==> src/hw/rtl/stps_pkg.sv <==
// ----------------------------------------------------------------------------
// Sorted table predicate search package
// Command and result word types, comparison codes and sequencer states.
// ----------------------------------------------------------------------------
package stps_pkg;

	localparam int ENTRY_INDEX_W = 10;
	localparam int ENTRY_COUNT_W = 11;
	localparam int KEY_FIELD_W   = 64;

	typedef enum logic {
		OPC_WRITE  = 1'b0,
		OPC_SEARCH = 1'b1
	} stps_opc_t;

	typedef enum logic [2:0] {
		OP_GT = 3'd0,
		OP_GE = 3'd1,
		OP_LT = 3'd2,
		OP_LE = 3'd3,
		OP_EQ = 3'd4,
		OP_NE = 3'd5
	} stps_op_t;

	typedef enum logic [1:0] {
		ST_IDLE,
		ST_EDGE,
		ST_SEARCH,
		ST_EQ
	} stps_state_t;

	typedef struct packed {
		logic                     opcode;
		logic [ENTRY_INDEX_W-1:0] entry_index;
		logic [KEY_FIELD_W-1:0]   entry_key;
		logic [ENTRY_COUNT_W-1:0] entry_count;
		logic [2:0]               compare_op;
		logic                     from_end;
		logic [KEY_FIELD_W-1:0]   target_key;
	} stps_cmd_t;

	typedef struct packed {
		logic                     found;
		logic [ENTRY_INDEX_W-1:0] match_index;
	} stps_result_t;

	typedef struct packed {
		logic lt;
		logic eq;
		logic pred;
	} stps_cmp_t;

endpackage

==> src/hw/rtl/stps_cmp.sv <==
// ----------------------------------------------------------------------------
// Key comparator
// Shared unsigned compare of a table key against the target, with predicate.
// ----------------------------------------------------------------------------
module stps_cmp import stps_pkg::*; #(
	parameter int KEY_WIDTH = 64
) (
	input  logic [KEY_WIDTH-1:0] key,
	input  logic [KEY_WIDTH-1:0] target,
	input  logic [2:0]           op,
	output stps_cmp_t            res
);

	logic lt;
	logic eq;

	assign lt = key < target;
	assign eq = key == target;

	always_comb begin
		res.lt = lt;
		res.eq = eq;
		case (op)
			OP_GT:   res.pred = !lt && !eq;
			OP_GE:   res.pred = !lt;
			OP_LT:   res.pred = lt;
			OP_LE:   res.pred = lt || eq;
			OP_EQ:   res.pred = eq;
			OP_NE:   res.pred = !eq;
			default: res.pred = 1'b0;
		endcase
	end

endmodule

==> config.mk <==
export PLATFORM = sky130hd
export DESIGN_NAME = stps_cmp
export DESIGN_NICKNAME = d
export VERILOG_FILES = /design/src/hw/rtl/stps_pkg.sv /design/src/hw/rtl/stps_cmp.sv
export SDC_FILE = /design/constraint.sdc
export NUM_CORES = 1
export LEC_CHECK = 0
export BUFFER_PORTS_ARGS = -buffer_cell sky130_fd_sc_hd__buf_2
export CAP_MARGIN = 30
export CORE_ASPECT_RATIO = 1.75
export CORE_MARGIN = 8
export CORE_UTILIZATION = 42
export DETAILED_ROUTE_END_ITERATION = 8
export PLACE_DENSITY = 0.85
export SYNTH_ARGS = -nofsm -noshare
export SYNTH_HDL_FRONTEND = slang
export SYNTH_SLANG_ARGS = --single-unit
==> constraint.sdc <==
create_clock -name vclk -period 4.4
set_clock_uncertainty 0.15 [all_clocks]
set_input_delay 0.88 -clock vclk [all_inputs]
set_output_delay 0.88 -clock vclk [all_outputs]
set_load 0.02 [all_outputs]
# Yosys cells after proc, flatten, opt, wreduce, memory -nomap -nowiden
# Cells that the tools add are included.
totals:
  reg_bits: 0
  latchBits: 0
  ram_bits: 0
  romBits: 0
  inputBits: 131
  output_inout_bits: 3
  word_cells: 13
  memories: 0
classes:
  addsub: 0
  n_mul: 0
  div_mod_pow: 0
  n_lt_le_gt_ge: 1
  n_eq_ne: 6
  n_shift: 0
  muxes: 1
  bitwise: 0
  n_reduce_logical: 5
op_table:
  columns: ["operator", "count"]
  rows:
  - ["$eq 64x64->1", 1]
  - ["$lt 64x64->1", 1]
  - ["$eq 3x2->1 const B", 2]
  - ["$eq 3x3->1 const B", 2]
  - ["$pmux 1 s6", 1]
  - ["$eq 3x1->1 const B", 1]
  - ["$logic_not 3->1", 1]
  - ["$logic_not 1->1", 2]
  - ["$logic_and 1x1->1", 1]
  - ["$logic_or 1x1->1", 1]

# Logic depth before layout (Yosys ltp)
logic_depth:
  ltp_word: 4
  depth_mapped: 10
  ltp_nobuf: 10

# Least setup slack after synthesis
# No wires, ideal clock.
synth_timing:
  kind: "input -> output"
  startpoint: "input target[62]"
  endpoint: "output res[0] in the netlist's numbering"
  t_arrival_ps: 3100
  required_ps: 3370
  slack_ps: 270
  path_stages: 10
  n_path_buf: 0
  path_cell_list: "inv_1 > ha_1 > nand4_1 > or4_4 > nor4_4 > nand2_2 > a21oi_2 > a211oi_1 > or4_1 > nand3_1"
synth_rtl:
  columns: ["element", "line_no", "source"]
  rows:
  - ["start: declaration", "stps_cmp.sv:9", "input logic [KEY_WIDTH-1:0] target,"]
  - ["end: declaration", "stps_cmp.sv:11", "output stps_cmp_t res"]

==> impl_metrics.tcl <==
set metrics [dict create \
    io_pins 134 \
    synth.top_cell.area_share 0.477 \
    yosysSeqAreaShare 0 \
    vias 2103 \
    rsz0062_at_grt "no" \
    syn_avg_cell_area_um2 7.00 \
    final.setup.worst_slack_ns 0.126 \
    cts_setup_buffers 0 \
    antenna_cells 0 \
    syn_area_um2 1680 \
    die_w_um 63.8 \
    worstMarginPinSlew_ns 0.472 \
    hold_violations 0 \
    holdBufCountCts 0 \
    p_seq_frac 0 \
    p_leak_uw 0.00158 \
    nClkBuffers 0 \
    dp_cells 420 \
    core.rowCount 30 \
    switching_share 0.477 \
    ys_top_cells_by_count "inv_1 (66), ha_1 (64), a21oi_1 (26)" \
    cp-start-kind "input pin" \
    fin_crit_sh 0.971 \
    wl_um 5460 \
    seq_cells 0 \
    internal_power_uw 99.9 \
    min_path_type "input pin to output pin" \
    drive_above_1_share 0.374 \
    initial_core_util 0.435 \
    cap_violations 0 \
    critPathRequiredTime_ns 3.37 \
    p_switching_uw 91.3 \
    cp_max_fo 3 \
    fin_hold_ws_ns 2.03 \
    dpl.hpwl_um 5300 \
    path_class "input pin to output pin" \
    ys_types 23 \
    fmax_mhz 234 \
    final_core_util 0.621 \
    ir_drop_v 0.0000480 \
    endpoint_kind "output pin" \
    ant_nets 0 \
    die_y_um 99.7 \
    synth.area.top_cells "ha_1 (48%), inv_1 (15%), a21oi_1 (7.7%), nand4_1 (5.2%), nand2_1 (3.4%)" \
    first_pass_iters 4 \
    yosysWarnings 0 \
    die_area_um2 6360 \
    crit_arrival_ns 3.24 \
    ff_latch_area_um2 0 \
    stdcell_count 420 \
    finalPower_uw 191 \
    max_slew_margin 0.682 \
    synth_fp_nets 435 \
    gp_congestion 0.814 \
    io_buffers 134 \
    combPwrFrac 1.000 \
    syn_inst 240 \
    slew_violations 0 \
    hold_path.startpoint "op[1]" \
    setup_viol 0 \
    syn_to_final_growth_pct 42.9 \
    yosysMostFrequentCell "inv_1" \
    grt_pass1_vias 2206 \
    grt_max_degree 4 \
    grt_pass1_wl_um 8780 \
    status "finished, final reports clean" \
    drtIter0Drc 60 \
    wire_per_inst_um 13.0 \
    grt_use_total 0.160 \
    p_per_area_nw_per_um2 79.7 \
    antenna_found_initial 0 \
    drcViolationCount 0 \
    pre_cts_ws_ns -0.0175 \
    crit_start "key[14]" \
    core_um2 3870 \
    yosysTopAreaCell "ha_1" \
    vias_per_cell 5.01 \
    clock_power_share 0 \
    period_minus_slack_ns 4.27 \
    nets 569 \
    grt_overflow 0 \
]
[layout by cell type, fill, tap and decap left out]
| cell | synthesis | routed |
|---|---|---|
| nor2_1 | 3 | 3 |
| and2_1 | 1 | 1 |
| a21o_1 | 4 | 4 |
| o211ai_1 | 2 | 2 |
| inv_1 | 66 | 66 |
| nand2_1 | 15 | 15 |
| o21ai_0 | 8 | 8 |
| a221oi_1 | 3 | 3 |
| or4_1 | 3 | 3 |
| nor4_1 | 2 | 2 |
| or3_4 | 0 | 1 |
| buf_2 | 0 | 134 |
| nand2_2 | 1 | 1 |
| nor3_1 | 5 | 5 |
| a21oi_2 | 1 | 1 |
| ha_1 | 64 | 64 |
| a211oi_1 | 4 | 4 |
| nand4_1 | 14 | 14 |
| a21oi_1 | 26 | 26 |
| or4_4 | 1 | 1 |
| nand3_1 | 9 | 9 |
| nor4_4 | 1 | 1 |
| nor2b_1 | 4 | 4 |
[path summary, 6_finish.rpt]
check / to / slack, ns / cells past startpoint
setup / recovery: res[0] / 0.13 / 11
hold / removal: res[0] / 2.03 / 4
[per-layer routing]
| metal | wire, µm | GRT usage | up-vias | part of all wire |
|---|---|---|---|---|
| li1 | - | - | 1104 | - |
| met3 | 494 | 0.0529 | 2 | 0.090 |
| met4 | 27 | 0.00691 | 0 | 0.0049 |
| met2 | 3140 | 0.353 | 81 | 0.58 |
| met1 | 1800 | 0.131 | 916 | 0.33 |
| met5 | 0 | 0 | - | 0 |
[power groups by stage]
stage	logic [µW]	clock network [µW]	registers, µW
3_5_place_dp	193	0	0
4_1_cts	194	0	0
6_report	191	0	0
3_3_place_gp	186	0	0
2_1_floorplan	107	0	0
5_1_grt	221	0	0
[worst max-delay path, stage by stage]
cell and delay, ns:
buf_2 0.10, ha_1 0.30, nand4_1 0.15, or4_1 0.62, a21oi_1 0.15, a211oi_1 0.09
a21oi_2 0.14, a211oi_1 0.08, or4_1 0.47, nand3_1 0.09, buf_2 0.16
[per-stage QoR]
stage	instance area, µm²	setup TNS, ns
2_1_floorplan	1680	0
3_3_place_gp	2400	0
3_5_place_dp	2400	-0.0175
4_1_cts	2400	0
5_1_grt	2400	0
6_report	2400	0
[final cells by class]
type	instances	area (µm²)
fillers	380	1470
inverters	66	248
multi-input cells	172	1420
well taps	48	60.1
repair buffers	134	671
[logic make-up after synthesis]
family | synth area share
AO/OA/AOI/OAI | 0.167
adder cells (fa/ha/maj) | 0.477
buffers and inverters | 0.156
AND/OR/NAND/NOR | 0.200
[repair_timing]
action | in CTS | in global routing
pin swaps | 1 | 1
endpoints found under the setup margin | 1 | 1
resized for setup | 0 | 1
(Power assumes the default switching activity.)
